===== src/rtl/core/three_axis_moving_average_change_detect_core_macros.svh =====
// Assertion macros shared by the moving average core and its sub-modules.
// Each file that asserts includes this header; no other dependencies.
`ifndef THREE_AXIS_MOVING_AVERAGE_CHANGE_DETECT_CORE_MACROS_SVH
`define THREE_AXIS_MOVING_AVERAGE_CHANGE_DETECT_CORE_MACROS_SVH
`ifndef SYNTHESIS
`define TAMACD_ASSERT_NEXT(lbl, ante, cons, msg) \
    lbl: assert property (@(posedge i_clk) disable iff (!i_rst_n) (ante) |=> (cons)) \
        else $error(msg);
`define TAMACD_ASSERT_NOW(lbl, ante, cons, msg) \
    lbl: assert property (@(posedge i_clk) disable iff (!i_rst_n) (ante) |-> (cons)) \
        else $error(msg);
`else
`define TAMACD_ASSERT_NEXT(lbl, ante, cons, msg)
`define TAMACD_ASSERT_NOW(lbl, ante, cons, msg)
`endif
`endif


===== src/rtl/core/tamacd_pkg.sv =====
// Shared types and constants of the three-axis moving average core.
// No dependencies; the lane and the top level of the core import this package.
package tamacd_pkg;

    localparam int SAMPLE_W    = 16;
    localparam int THR_W       = 16;
    localparam int AXES        = 3;
    localparam int WINDOW_DEF  = 10;
    localparam int TDATA_W     = AXES * SAMPLE_W;
    localparam int TUSER_W     = 1;

    localparam logic [THR_W-1:0] THR_RESET = 16'd8192;

    typedef logic signed [SAMPLE_W-1:0] t_sample;

    typedef struct packed {
        logic en;
        logic acc;
        logic a_vld;
        logic old_vld;
        logic d_vld;
    } t_lane_ctl;

endpackage


===== src/rtl/core/tamacd_ram.sv =====
// Generic single-write, single-read RAM with a registered read port.
// Used for the per-axis sample windows; no dependencies.
module tamacd_ram #(
    parameter int WIDTH = 16,
    parameter int DEPTH = 10
) (
    input  logic                     i_clk,
    input  logic                     i_we,
    input  logic [$clog2(DEPTH)-1:0] i_waddr,
    input  logic [WIDTH-1:0]         i_wdata,
    input  logic                     i_re,
    input  logic [$clog2(DEPTH)-1:0] i_raddr,
    output logic [WIDTH-1:0]         o_rdata
);

    logic [WIDTH-1:0] r_mem [DEPTH];
    logic [WIDTH-1:0] r_rdata;

    always_ff @(posedge i_clk) begin
        if (i_we) begin
            r_mem[i_waddr] <= i_wdata;
        end
        if (i_re) begin
            r_rdata <= r_mem[i_raddr];
        end
    end

    assign o_rdata = r_rdata;

endmodule


===== src/rtl/core/tamacd_lane.sv =====
// One axis lane: sample window, running sum, divide by the window length
// and change compare. Depends on tamacd_pkg, tamacd_ram and the macro header.
`include "three_axis_moving_average_change_detect_core_macros.svh"
module tamacd_lane #(
    parameter int WINDOW = tamacd_pkg::WINDOW_DEF
) (
    input  logic                              i_clk,
    input  logic                              i_rst_n,
    input  tamacd_pkg::t_lane_ctl             i_ctl,
    input  logic [$clog2(WINDOW)-1:0]         i_raddr,
    input  logic [$clog2(WINDOW)-1:0]         i_waddr,
    input  tamacd_pkg::t_sample               i_sample,
    input  logic [tamacd_pkg::THR_W-1:0]      i_thr,
    output tamacd_pkg::t_sample               o_mean,
    output logic                              o_exceed
);
    import tamacd_pkg::*;

    localparam int AW     = $clog2(WINDOW);
    localparam int SUM_W  = SAMPLE_W + AW;
    localparam int SHIFT  = SUM_W + AW;
    localparam int PROD_W = 2 * SUM_W + 1;
    localparam logic [SUM_W:0] RECIP = (SUM_W + 1)'(((64'd1 << SHIFT) + WINDOW - 1) / WINDOW);

    t_sample                   r_smp;
    logic [SAMPLE_W-1:0]       rd_old;
    logic signed [SUM_W-1:0]   old_ext;
    logic signed [SUM_W-1:0]   smp_ext;
    logic signed [SUM_W-1:0]   r_sum;
    logic signed [SUM_W-1:0]   n_sum;
    logic [SUM_W-1:0]          mag;
    logic [PROD_W-1:0]         prod;
    logic [PROD_W-1:0]         r_prod;
    logic                      r_neg;
    logic [SAMPLE_W-1:0]       quo;
    t_sample                   r_mean;
    t_sample                   r_prev;
    logic signed [SAMPLE_W:0]  diff;
    logic [SAMPLE_W:0]         absd;

    tamacd_ram #(
        .WIDTH(SAMPLE_W),
        .DEPTH(WINDOW)
    ) u_win (
        .i_clk   (i_clk),
        .i_we    (i_ctl.en && i_ctl.a_vld),
        .i_waddr (i_waddr),
        .i_wdata (r_smp),
        .i_re    (i_ctl.acc),
        .i_raddr (i_raddr),
        .o_rdata (rd_old)
    );

    always_comb begin
        old_ext = i_ctl.old_vld ? {{AW{rd_old[SAMPLE_W-1]}}, rd_old} : '0;
        smp_ext = {{AW{r_smp[SAMPLE_W-1]}}, r_smp};
        n_sum   = r_sum - old_ext + smp_ext;
        mag     = r_sum[SUM_W-1] ? (~r_sum + 1'b1) : r_sum;
        prod    = {{(SUM_W + 1){1'b0}}, mag} * {{SUM_W{1'b0}}, RECIP};
        quo     = r_prod[SHIFT +: SAMPLE_W];
        diff    = {r_mean[SAMPLE_W-1], r_mean} - {r_prev[SAMPLE_W-1], r_prev};
        absd    = diff[SAMPLE_W] ? (~diff + 1'b1) : diff;
    end

    always_ff @(posedge i_clk) begin
        if (i_ctl.en) begin
            r_smp  <= i_sample;
            r_prod <= prod;
            r_neg  <= r_sum[SUM_W-1];
            r_mean <= r_neg ? (~quo + 1'b1) : quo;
        end
    end

    always_ff @(posedge i_clk) begin
        if (!i_rst_n) begin
            r_sum  <= '0;
            r_prev <= '0;
        end else if (i_ctl.en) begin
            if (i_ctl.a_vld) begin
                r_sum <= n_sum;
            end
            if (i_ctl.d_vld) begin
                r_prev <= r_mean;
            end
        end
    end

    assign o_mean   = r_mean;
    assign o_exceed = absd > {1'b0, i_thr};

    `TAMACD_ASSERT_NEXT(a_prev_follows_mean, i_ctl.en && i_ctl.d_vld, r_prev == $past(r_mean), "previous mean not updated from the finished item")
    `TAMACD_ASSERT_NEXT(a_sum_holds, !(i_ctl.en && i_ctl.a_vld), $stable(r_sum), "running sum changed without an item")
    `TAMACD_ASSERT_NOW(a_exceed_zero_diff, r_mean == r_prev, !o_exceed, "change flagged with equal means")

endmodule


===== config.mk =====
export PLATFORM = sky130hd
export DESIGN_NAME = tamacd_lane
export DESIGN_NICKNAME = d
export VERILOG_FILES = /design/src/rtl/core/tamacd_pkg.sv /design/src/rtl/core/tamacd_ram.sv /design/src/rtl/core/tamacd_lane.sv
export VERILOG_INCLUDE_DIRS = /design/src /design/src/rtl/core
export SDC_FILE = /design/constraint.sdc
export NUM_CORES = 1
export LEC_CHECK = 0
export BUFFER_PORTS_ARGS = -buffer_cell sky130_fd_sc_hd__buf_2
export CAP_MARGIN = 0
export CORE_ASPECT_RATIO = 1.1
export CORE_UTILIZATION = 35
export DETAILED_ROUTE_END_ITERATION = 10
export GPL_ROUTABILITY_DRIVEN = 0
export PLACE_DENSITY = 0.5
export SYNTH_ARGS = -nofsm -noshare
export SYNTH_HDL_FRONTEND = slang
export SYNTH_SLANG_ARGS = --single-unit

===== constraint.sdc =====
create_clock -name i_clk -period 14.1 [get_ports i_clk]
set_input_delay 0 -clock i_clk [delete_from_list [all_inputs] [get_ports i_clk]]
set_output_delay 0 -clock i_clk [all_outputs]
set_load 0.02 [all_outputs]

# ---- Word level (Yosys, flattened, before mapping)
# Memory sizes are Yosys's and may differ from the RTL's. A register that Yosys moved wholly into a read port is not among the register bits.
# Index checks and enable logic that the tools add are counted.
dict set report classes {
  n_bitwise 3
  order_cmp 1
  muxes 6
  n_addsub 6
  mul 1
  reduce_logical 3
}
# op count
set ops {}
lappend ops {{$mux 20} 2}
lappend ops {{$mul 20x20->39 const B} 1}
lappend ops {{$add 20x1->20 const B} 1}
lappend ops {{$add 20x16->20} 1}
lappend ops {{$not 20->20} 1}
lappend ops {{$sub 20x20->20} 1}
lappend ops {{$add 17x1->17 const B} 1}
lappend ops {{$gt 17x16->1} 1}
lappend ops {{$mux 17} 1}
lappend ops {{$not 17->17} 1}
lappend ops {{$sub 16x16->17} 1}
lappend ops {{$add 16x1->16 const B} 1}
lappend ops {{$mux 16} 1}
lappend ops {{$not 16->16} 1}
lappend ops {{$reduce_and 2->1} 2}
lappend ops {{$mux 1} 2}
lappend ops {{$logic_and 1x1->1} 1}
dict set report totals {
  ff_bits 108
  input_bits 47
  elab_cells 27
  out_inout_bits 17
  mem_count 1
  mem_bits_rw 160
}
# name depth width read_ports rd_ports_with_merged_regs wr line_no
set mem_list {}
lappend mem_list {u_win.r_mem 10 16 1 1 1 tamacd_ram.sv:16} ;# logic [WIDTH-1:0] r_mem [DEPTH];

# ---- Logic depth before layout (Yosys ltp)
# Gate-level depths: netlist of the first run.
dict set report logic_depth {
  ltp_word 5
  mapped_depth 32
  depth_no_buf 31
}

# ---- Hierarchy
# From an unflattened synthesis of the first run, not the netlist that was laid out.
dict set report hier_totals {
  hier_cells 1823
  hier_area_um2 20467.1
}
# module cells_each seq_area_each_um2 area_each_um2 instances
set by_module_without_submodules {}
lappend by_module_without_submodules {tamacd_lane 1465 2192.1 13594.3 1}
lappend by_module_without_submodules {tamacd_ram 358 5285.1 6872.8 1}

# ---- Worst setup path after synthesis of the first run
# Ideal clock, no wire load.
dict set report synth_timing {
  path_kind {reg-to-reg}
  start {register r_sum[3]}
  end {register r_prod[39] (data pin)}
  arrival_time_ns 7.564
  period_less_slack_ns 7.824
  n_path_buf 1
  stages_incl_launch_ff 29
  setup_slack_ns 6.276
  setup_time_ns 0.260
  t_required_ns 13.840
  cell_sequence {dfxtp_1 -> clkbuf_1 -> nor4_1 -> inv_1 -> nor3_1 -> nand3_1 -> or4_1 -> or4b_2 -> inv_1 -> ha_1 -> inv_1 -> ha_1 -> inv_1 -> fa_1 -> inv_1 -> fa_1 -> fa_1 -> fa_1 -> ha_1 -> ha_1 -> a21o_1 -> a21oi_1 -> nor2b_1 -> or4b_2 -> o21ai_0 -> o211ai_1 -> a31o_2 -> a21oi_1 -> xnor2_1}
}
dict set report synth_via {
  elab_chain_cells 4
}
# item line_no
set synth_rtl {}
lappend synth_rtl {{start: declaration} tamacd_lane.sv:29} ;# logic signed [SUM_W-1:0] r_sum;
lappend synth_rtl {{start signal: assignment} tamacd_lane.sv:80} ;# r_sum <= n_sum;
lappend synth_rtl {{$not 20->20} tamacd_lane.sv:58} ;# mag = r_sum[SUM_W-1] ? (~r_sum + 1'b1) : r_sum;
lappend synth_rtl {{$add 20x1->20} tamacd_lane.sv:58}
lappend synth_rtl {{$mux 20 *} tamacd_lane.sv:58}
lappend synth_rtl {{$mul 20x20->39 *} tamacd_lane.sv:59} ;# prod = {{(SUM_W + 1){1'b0}}, mag} * {{SUM_W{1'b0}}, RECIP};
lappend synth_rtl {{via prod[39]} tamacd_lane.sv:32} ;# logic [PROD_W-1:0] prod;
lappend synth_rtl {{end signal: assignment} tamacd_lane.sv:68} ;# r_prod <= prod;
lappend synth_rtl {{end: declaration} tamacd_lane.sv:33} ;# logic [PROD_W-1:0] r_prod;
# The timed path passes the listed nets; every way through them passes the cells marked *.
# A chain may end at the register's enable or synchronous reset.

# ---- Worst setup path in the final report of the first run
# Ends and elaborated chain as after synthesis.

==> results of run 1 <==
-- through the flow --
step,std cells,hold WS [ns]
final,2586,0.0434
after floorplan,1725,0.0989
after global placement,2512,0.177
after global routing,2586,0.0482
after CTS,2586,0.0196
after detailed placement,2512,0.178
-- how the worst max path moves through the flow --
stage / start / to / slack (ns) / cells past startpoint
final: r_sum[3]$_SDFFE_PN0P_ / r_prod[39]$_DFFE_PP_ / 5.07 / 28
after CTS: r_sum[3]$_SDFFE_PN0P_ / r_prod[39]$_DFFE_PP_ / 5.04 / 28
after global routing: r_sum[3]$_SDFFE_PN0P_ / r_prod[39]$_DFFE_PP_ / 4.54 / 28
after floorplan: r_sum[3]$_SDFFE_PN0P_ / r_prod[39]$_DFFE_PP_ / 6.28 / 28
after detailed placement: r_sum[3]$_SDFFE_PN0P_ / r_prod[39]$_DFFE_PP_ / 5.08 / 28
after global placement: r_sum[3]$_SDFFE_PN0P_ / r_prod[39]$_DFFE_PP_ / 5.23 / 28
-- synthesized netlist by cell type, drive strengths merged (7+ instances only) --
cell    count
fa        150
buf         8
a21oi      87
xnor2      84
nor2b      27
clkbuf     26
nand2b      7
mux2i      18
a211oi     27
ha        251
dfxtp      36
o31ai      10
mux4       32
nor2       67
nor3       17
nand4       7
o21a       15
a21o       17
inv       318
edfxtp    225
and2       23
o21ai      45
and3        8
or3         7
nand2     105
xor2       28
nand3      12
-- state kept, by name (all words and copies together) (netlist names) --
| register | count |
|---|---|
| o_mean | 16 |
| r_prod | 16 |
| u_win.r_mem | 160 |
| r_prev | 16 |
| u_win.o_rdata | 16 |
| r_neg | 1 |
| r_smp | 16 |
| r_sum | 20 |
-- worst max-delay path, delay by kind of cell (launching register included) --
family,cells,cell delay (ns)
adders and majority gates,8,3.14
and+or+nand+nor,6,2.47
buffers and inverters,5,0.62
AOI/OAI and AO/OA,8,2.10
DFF,1,0.37
xor gates and xnor gates,1,0.08
-- repair_timing --
item,in CTS,in global routing
buffers inserted,0,0
hold buffers,19,0
hold endpoints to repair,53,0
-- cell families after synthesis --
family	synth area share [%]
fa+ha+maj	30.9
simple gates	7.39
compound gates	7.82
buf+inv	6.66
flops	37.6
xor+xnor	4.94
mux	4.65
-- cell type report --
| cell class | instances | area (um2) | share of cell area [%] |
|---|---|---|---|
| sequential | 261 | 7480 | 33.6 |
| clock inverter | 20 | 126 | 0.568 |
| multi-input combinational | 1112 | 11100 | 49.8 |
| tap | 744 | 931 | 4.19 |
| timing repair buffer | 96 | 613 | 2.76 |
| clock buffer | 35 | 811 | 3.65 |
| inverter | 318 | 1190 | 5.37 |
-- cell usage in the layout, fill, tap and decap left out, types with 4 or more instances in the layout --
cell / synthesis / routed
sky130_fd_sc_hd__nand2b_1: 7 / 7
sky130_fd_sc_hd__a21boi_0: 4 / 4
sky130_fd_sc_hd__clkinv_1: 0 / 4
sky130_fd_sc_hd__a31oi_1: 4 / 4
sky130_fd_sc_hd__clkinvlp_4: 0 / 5
sky130_fd_sc_hd__a211oi_1: 27 / 27
sky130_fd_sc_hd__inv_1: 318 / 318
sky130_fd_sc_hd__or4_1: 6 / 6
sky130_fd_sc_hd__nor4_1: 5 / 5
sky130_fd_sc_hd__mux4_2: 32 / 32
sky130_fd_sc_hd__o21a_1: 15 / 15
sky130_fd_sc_hd__o41ai_1: 5 / 5
sky130_fd_sc_hd__nand4_1: 7 / 7
sky130_fd_sc_hd__and2_1: 23 / 23
sky130_fd_sc_hd__buf_2: 1 / 62
sky130_fd_sc_hd__o21bai_1: 5 / 5
sky130_fd_sc_hd__clkinv_2: 0 / 6
sky130_fd_sc_hd__and3_1: 8 / 8
sky130_fd_sc_hd__nor2b_1: 27 / 27
sky130_fd_sc_hd__dlygate4sd3_1: 0 / 19
sky130_fd_sc_hd__dfxtp_1: 36 / 36
sky130_fd_sc_hd__a21oi_1: 86 / 86
sky130_fd_sc_hd__nor3_1: 17 / 14
sky130_fd_sc_hd__xor2_1: 28 / 28
sky130_fd_sc_hd__buf_4: 0 / 15
sky130_fd_sc_hd__o31ai_1: 10 / 10
sky130_fd_sc_hd__nand2_1: 105 / 105
sky130_fd_sc_hd__o211ai_1: 4 / 4
sky130_fd_sc_hd__edfxtp_1: 225 / 225
sky130_fd_sc_hd__clkbuf_16: 0 / 31
sky130_fd_sc_hd__nor2_1: 67 / 67
sky130_fd_sc_hd__a21o_1: 17 / 17
sky130_fd_sc_hd__o21ai_0: 45 / 45
sky130_fd_sc_hd__or3_1: 7 / 7
sky130_fd_sc_hd__nand3_1: 12 / 12
sky130_fd_sc_hd__ha_1: 251 / 251
sky130_fd_sc_hd__fa_1: 150 / 150
sky130_fd_sc_hd__xnor2_1: 84 / 84
sky130_fd_sc_hd__mux2i_1: 18 / 18
-- layer usage --
layer | global-route usage (%) | vias up | wire, um
li1 | - | 6093 | -
met1 | 19.5 | 6127 | 19400
met2 | 28.8 | 146 | 23300
met3 | 1.72 | 60 | 1060
met4 | 4.04 | 0 | 1060
met5 | 0 | - | 0
==> impl_metrics.yaml, run 1 <==
status:
  outcome: "finished, final reports clean"
place:
  detailed_place_hpwl_um: 36100
  place_area_um2: 21100
  placement.setup.worst_slack_ns: 5.08
  port_buffers: 63
layout:
  antenna_cells_inserted: 0
  final_net_count: 2267
  share_of_layout_cells_above_drive_strength_1_pct: 9.55
  final.fill_count: 5457
  final_design_area_no_fill_um2: 22200
  final_core_util_pct: 39.6
  areaGrowthSynthToFinish_pct: 11.9
timing:
  fin_ws_ns: 5.07
  rsz_0062_raised_after_global_routing: "false"
  fin_skew_ns: 0.0293
  layout_min_cycle_time_ns: 9.03
  min_period_over_period_pct: 64.1
  measured_slew_at_the_worst_slew_check_pin_ns: 1.10
  setup_tns_ns: 0
  slew_hr_pct: 26.7
  clock.fmax_mhz: 111
  timing.final.max_slew_violations: 0
  setup_violations: 0
  hold_violations: 0
job:
  cap_viol_max_count: 0
worst_hold_path:
  hold_depth: 3
  hold_class: "in -> reg"
  timing.hold.worst_endpoint: "u_win.r_mem[3][8]$_DFFE_PP_"
  worst_hold_startpoint: "i_waddr[1]"
global_routing:
  antenna_found_initial: 0
  wire_length_of_the_first_global_routing_pass_um: 71000
  grt_ovf: 0
  global_routing_usage_summed_across_all_routing_layers_pct: 15.7
  grt_pass1_vias: 13000
  grt_start_max_net_pins: 45
logic_synthesis:
  synthesis.instances: 1725
  syn_area_per_cell_um2: 11.5
  synthesis.nets: 2173
  edff_count_synth: 225
  synth.top_cell.area_share_pct: 34.0
  ys_dominant_reg_cell: "sky130_fd_sc_hd__edfxtp_1"
  seq_area_frac_synth_pct: 37.6
  yosys_warnings: 0
  async_flop_share_pct: 0
  ys_types: 58
  synthDominantAreaCellType: "sky130_fd_sc_hd__edfxtp_1"
  synth.ff_latch_count: 261
  netlist_top_cells_area: "sky130_fd_sc_hd__edfxtp_1 (34%), sky130_fd_sc_hd__ha_1 (16%), sky130_fd_sc_hd__fa_1 (15%)"
  synthesis.area_um2: 19900
setup_path:
  r2r_slack_ns: 5.07
  cp_data_arrival_time_ns: 9.34
  critPathKind: "reg -> reg"
  cp_data_required_time_ns: 14.41
  cpMaxStageDelayCell: "sky130_fd_sc_hd__or4b_2"
  crit_path_max_incr_delay_ns: 0.80
  setup.worst_path.end_class: "flop"
  crit_fanout: 6
  critical_path.reg2reg.endpoint: "r_prod[39]$_DFFE_PP_"
  critical_path.startpoint_type: "flop"
  regToRegStartpoint: "r_sum[3]$_SDFFE_PN0P_"
  critical-path-top-cell-by-count: "sky130_fd_sc_hd__inv_1"
  worst_r2r_path_depth: 28
detailed_routing:
  drt_first_pass_iters: 4
  drc: 0
  drt_iter0_markers: 516
  postRouteWirelength_um: 44800
  vias_per_cell: 4.81
  vias: 12400
  detail_route.wl_per_cell_um: 17.3
  antenna_nets_post_route: 0
clock_network:
  max_clock_buf_depth: 3
  post_cts_resize_count: 0
  clock_sink_count: 261
  num_cts_buffers: 30
  clock_latency_of_the_later_clocked_register_in_the_worst_skew_pair_ns: 0.57
  cts.root.buffer_cell: "sky130_fd_sc_hd__clkbuf_16"
  htree_levels: 1
  tritoncts: "yes"
  clkSlewWorstSetupHoldPaths_ns: 0.06
floorplanning:
  number_of_rows_in_the_core_area: 91
  die-width_um: 229
  floorplan.initialDensity_pct: 35.4
  floorplan.io_pins: 64
  die-height_um: 252
  die_area_um2: 57700
  placeableCoreArea_um2: 56100
Power of run 1 is left out: the tool's default activity adds up to more than one toggle a clock period on the data nets, which glitch-free logic cannot reach.
==> run 2, diff against run 1 <==
ABC_AREA = 1   (was not set)
clock period = 8.7 ns   (was 14.1 ns; I/O delays follow)
==> run 2 against run 1 <==
  * Fmax increased by 21%
  * Highest routed layer is now met5
  * Worst hold slack better by 0.035 ns
  * The flow now finishes with violations (DRC)
  * Area after synthesis rose by 8.9%
==> impl_metrics.yaml, run 2 <==
status:
  outcome: "finished with violations"
  violations_in_the_final_reports: "DRC"
timing:
  layout_min_cycle_time_ns: 7.45
  min_period_over_period_pct: 85.6
  slew_hr_pct: 35.7
  fin_ws_ns: 1.25
  hold_violations: 0
  clock.fmax_mhz: 134
  timing.final.max_slew_violations: 0
  setup_violations: 0
  rsz_0062_raised_after_global_routing: "false"
  measured_slew_at_the_worst_slew_check_pin_ns: 0.961
  setup_tns_ns: 0
  fin_skew_ns: 0.0479
job:
  cap_viol_max_count: 0
logic_synthesis:
  synth.ff_latch_count: 261
  edff_count_synth: 225
  ys_dominant_reg_cell: "sky130_fd_sc_hd__edfxtp_1"
  synth_top_cells_by_count: "sky130_fd_sc_hd__inv_1 (496), sky130_fd_sc_hd__nand2_1 (301), sky130_fd_sc_hd__ha_1 (251)"
  seq_area_frac_synth_pct: 34.6
  synthDominantAreaCellType: "sky130_fd_sc_hd__edfxtp_1"
  synthesis.area_um2: 21600
  async_flop_share_pct: 0
  netlist_top_cells_area: "sky130_fd_sc_hd__edfxtp_1 (31%), sky130_fd_sc_hd__ha_1 (15%), sky130_fd_sc_hd__fa_1 (14%)"
  synth.top_cell.area_share_pct: 31.2
  ys_types: 47
  synth.most_common_cell: "sky130_fd_sc_hd__inv_1"
  yosys_warnings: 0
  synthesis.nets: 2744
  syn_area_per_cell_um2: 9.42
  synthesis.instances: 2296
floorplanning:
  die-width_um: 239
  number_of_rows_in_the_core_area: 95
  die-height_um: 263
  floorplan.io_pins: 64
  floorplan.initialDensity_pct: 35.4
  die_area_um2: 62800
  placeableCoreArea_um2: 61100
clock_network:
  max_clock_buf_depth: 3
  clkSlewWorstSetupHoldPaths_ns: 0.06
  post_cts_resize_count: 0
  cts_post_setup_buffers_inserted: 0
  htree_levels: 1
  tritoncts: "yes"
  cts.root.buffer_cell: "sky130_fd_sc_hd__clkbuf_16"
  num_cts_buffers: 30
  clock_sink_count: 261
  clock_latency_of_the_later_clocked_register_in_the_worst_skew_pair_ns: 0.59
layout:
  antenna_cells_inserted: 0
  areaGrowthSynthToFinish_pct: 11.5
  layout_top_registers: "u_win.r_mem x160, r_sum x20"
  final.fill_count: 6182
  share_of_layout_cells_above_drive_strength_1_pct: 6.72
  layout.cells.most_common_list: "sky130_fd_sc_hd__inv_1 (496), sky130_fd_sc_hd__nand2_1 (301), sky130_fd_sc_hd__ha_1 (251), sky130_fd_sc_hd__edfxtp_1 (225), sky130_fd_sc_hd__fa_1 (150)"
  final_design_area_no_fill_um2: 24100
  final_net_count: 2837
  mostFrequentLayoutCell: "sky130_fd_sc_hd__inv_1"
  top_reg_by_flops: "u_win.r_mem"
  largest_reg_flops: 160
  final_core_util_pct: 39.5
place:
  port_buffers: 63
  detailed_place_hpwl_um: 44300
  placement.setup.worst_slack_ns: 1.29
  place_area_um2: 22900
setup_path:
  critPathKind: "reg -> reg"
  crit_fanout: 7
  critical-path-top-cell-by-count: "sky130_fd_sc_hd__nand2_1"
  setup.worst_path.end_class: "flop"
  critical_path.startpoint_type: "flop"
  cp_data_arrival_time_ns: 7.76
  worst_r2r_path_depth: 31
  cpMaxStageDelayCell: "sky130_fd_sc_hd__fa_1"
  crit_path_max_incr_delay_ns: 0.55
  cp_data_required_time_ns: 9.01
detailed_routing:
  route.met3.wl_um: 1680
  vias: 15500
  met1_routed_length_um: 24300
  antenna_nets_post_route: 0
  dr_wl_met2_um: 27800
  drc: 1
  drt_iter0_markers: 703
  route.top_layer_used: "met5"
  postRouteWirelength_um: 55500
  drt_first_pass_iters: 8
  detail_route.wl_per_cell_um: 17.1
  vias_per_cell: 4.80
global_routing:
  grt_pass1_vias: 16200
  wire_length_of_the_first_global_routing_pass_um: 87900
  global_routing_usage_summed_across_all_routing_layers_pct: 18.0
  grt_start_max_net_pins: 60
  grt_ovf: 0
  antenna_found_initial: 2
worst_hold_path:
  hold_class: "in -> reg"
  hold_depth: 4
==> run 2: changes by cell type in the layout (fill, tap and decap cells not counted), moves of 44 or more <==
| cell | delta |
|---|---|
| sky130_fd_sc_hd__nand3_1 | +54 |
| sky130_fd_sc_hd__a21oi_1 | +57 |
| sky130_fd_sc_hd__inv_1 | +178 |
| sky130_fd_sc_hd__xor2_1 | +44 |
| sky130_fd_sc_hd__nand2_1 | +196 |
| sky130_fd_sc_hd__xnor2_1 | -63 |
| sky130_fd_sc_hd__nor2_1 | +53 |
| sky130_fd_sc_hd__o21ai_0 | +99 |
==> run 2: final timing paths <==
check / slack (ns) / endpoint / from
max reg2reg: 1.25 / r_prod[36]$_DFFE_PP_ / r_sum[0]$_SDFFE_PN0P_
max: 1.25 / r_prod[36]$_DFFE_PP_ / r_sum[0]$_SDFFE_PN0P_
min: 0.08 / u_win.o_rdata[6]$_DFFE_PP_ / i_raddr[3]
min reg2reg: 0.45 / r_prev[0]$_SDFFE_PN0P_ / r_prev[0]$_SDFFE_PN0P_
==> run 2: timing repair <==
item                       4_1_cts  5_1_grt
hold buffers                    23        0
hold endpoints to repair        64        0
setup endpoints to repair        0        0
==> run 2: routing by layer <==
layer,vias up,track usage [%]
li1,7714,-
met1,7430,22.2
met2,281,32.5
met3,95,2.16
met4,2,5.28
met5,-,0
==> run 2: kinds of logic (layout without fill, tap and decap cells) <==
group	after synthesis	in the layout	synth area share, %
and+or+nand+nor	565	565	11.2
buffers and inverters	540	656	9.46
adders and majority gates	401	401	28.4
AOI/OAI and AO/OA	383	383	9.95
DFF	261	261	34.6
xor gates and xnor gates	98	98	4.19
muxes	48	48	2.22
==> run 2: metrics by stage <==
stage          instances  hold slack, ns
3_3_place_gp        3158           0.178
6_report            3236          0.0787
4_1_cts             3236          0.0522
5_1_grt             3236          0.0937
3_5_place_dp        3158           0.178
2_1_floorplan       2296          0.0989
==> run 2: cell type report <==
cell class                      count  area, um2  area share (%)
Clock buffer                       42        826            3.42
Clock inverter                     13        116           0.482
Inverter                          499       1870            7.76
Multi-Input combinational cell   1495      12100            50.3
Sequential cell                   261       7480            31.0
Tap cell                          824       1030            4.27
Timing Repair Buffer              102        668            2.77
==> run 2: worst max-delay path: cells and delay by family, from the launching register on <==
family          cells  cell delay [ns]
fa+ha+maj           9             3.42
compound gates      6             1.30
simple gates       10             1.03
buf+inv             5             0.51
xor+xnor            1             0.50
flops               1             0.39
Power of run 2 is left out for the same reason.
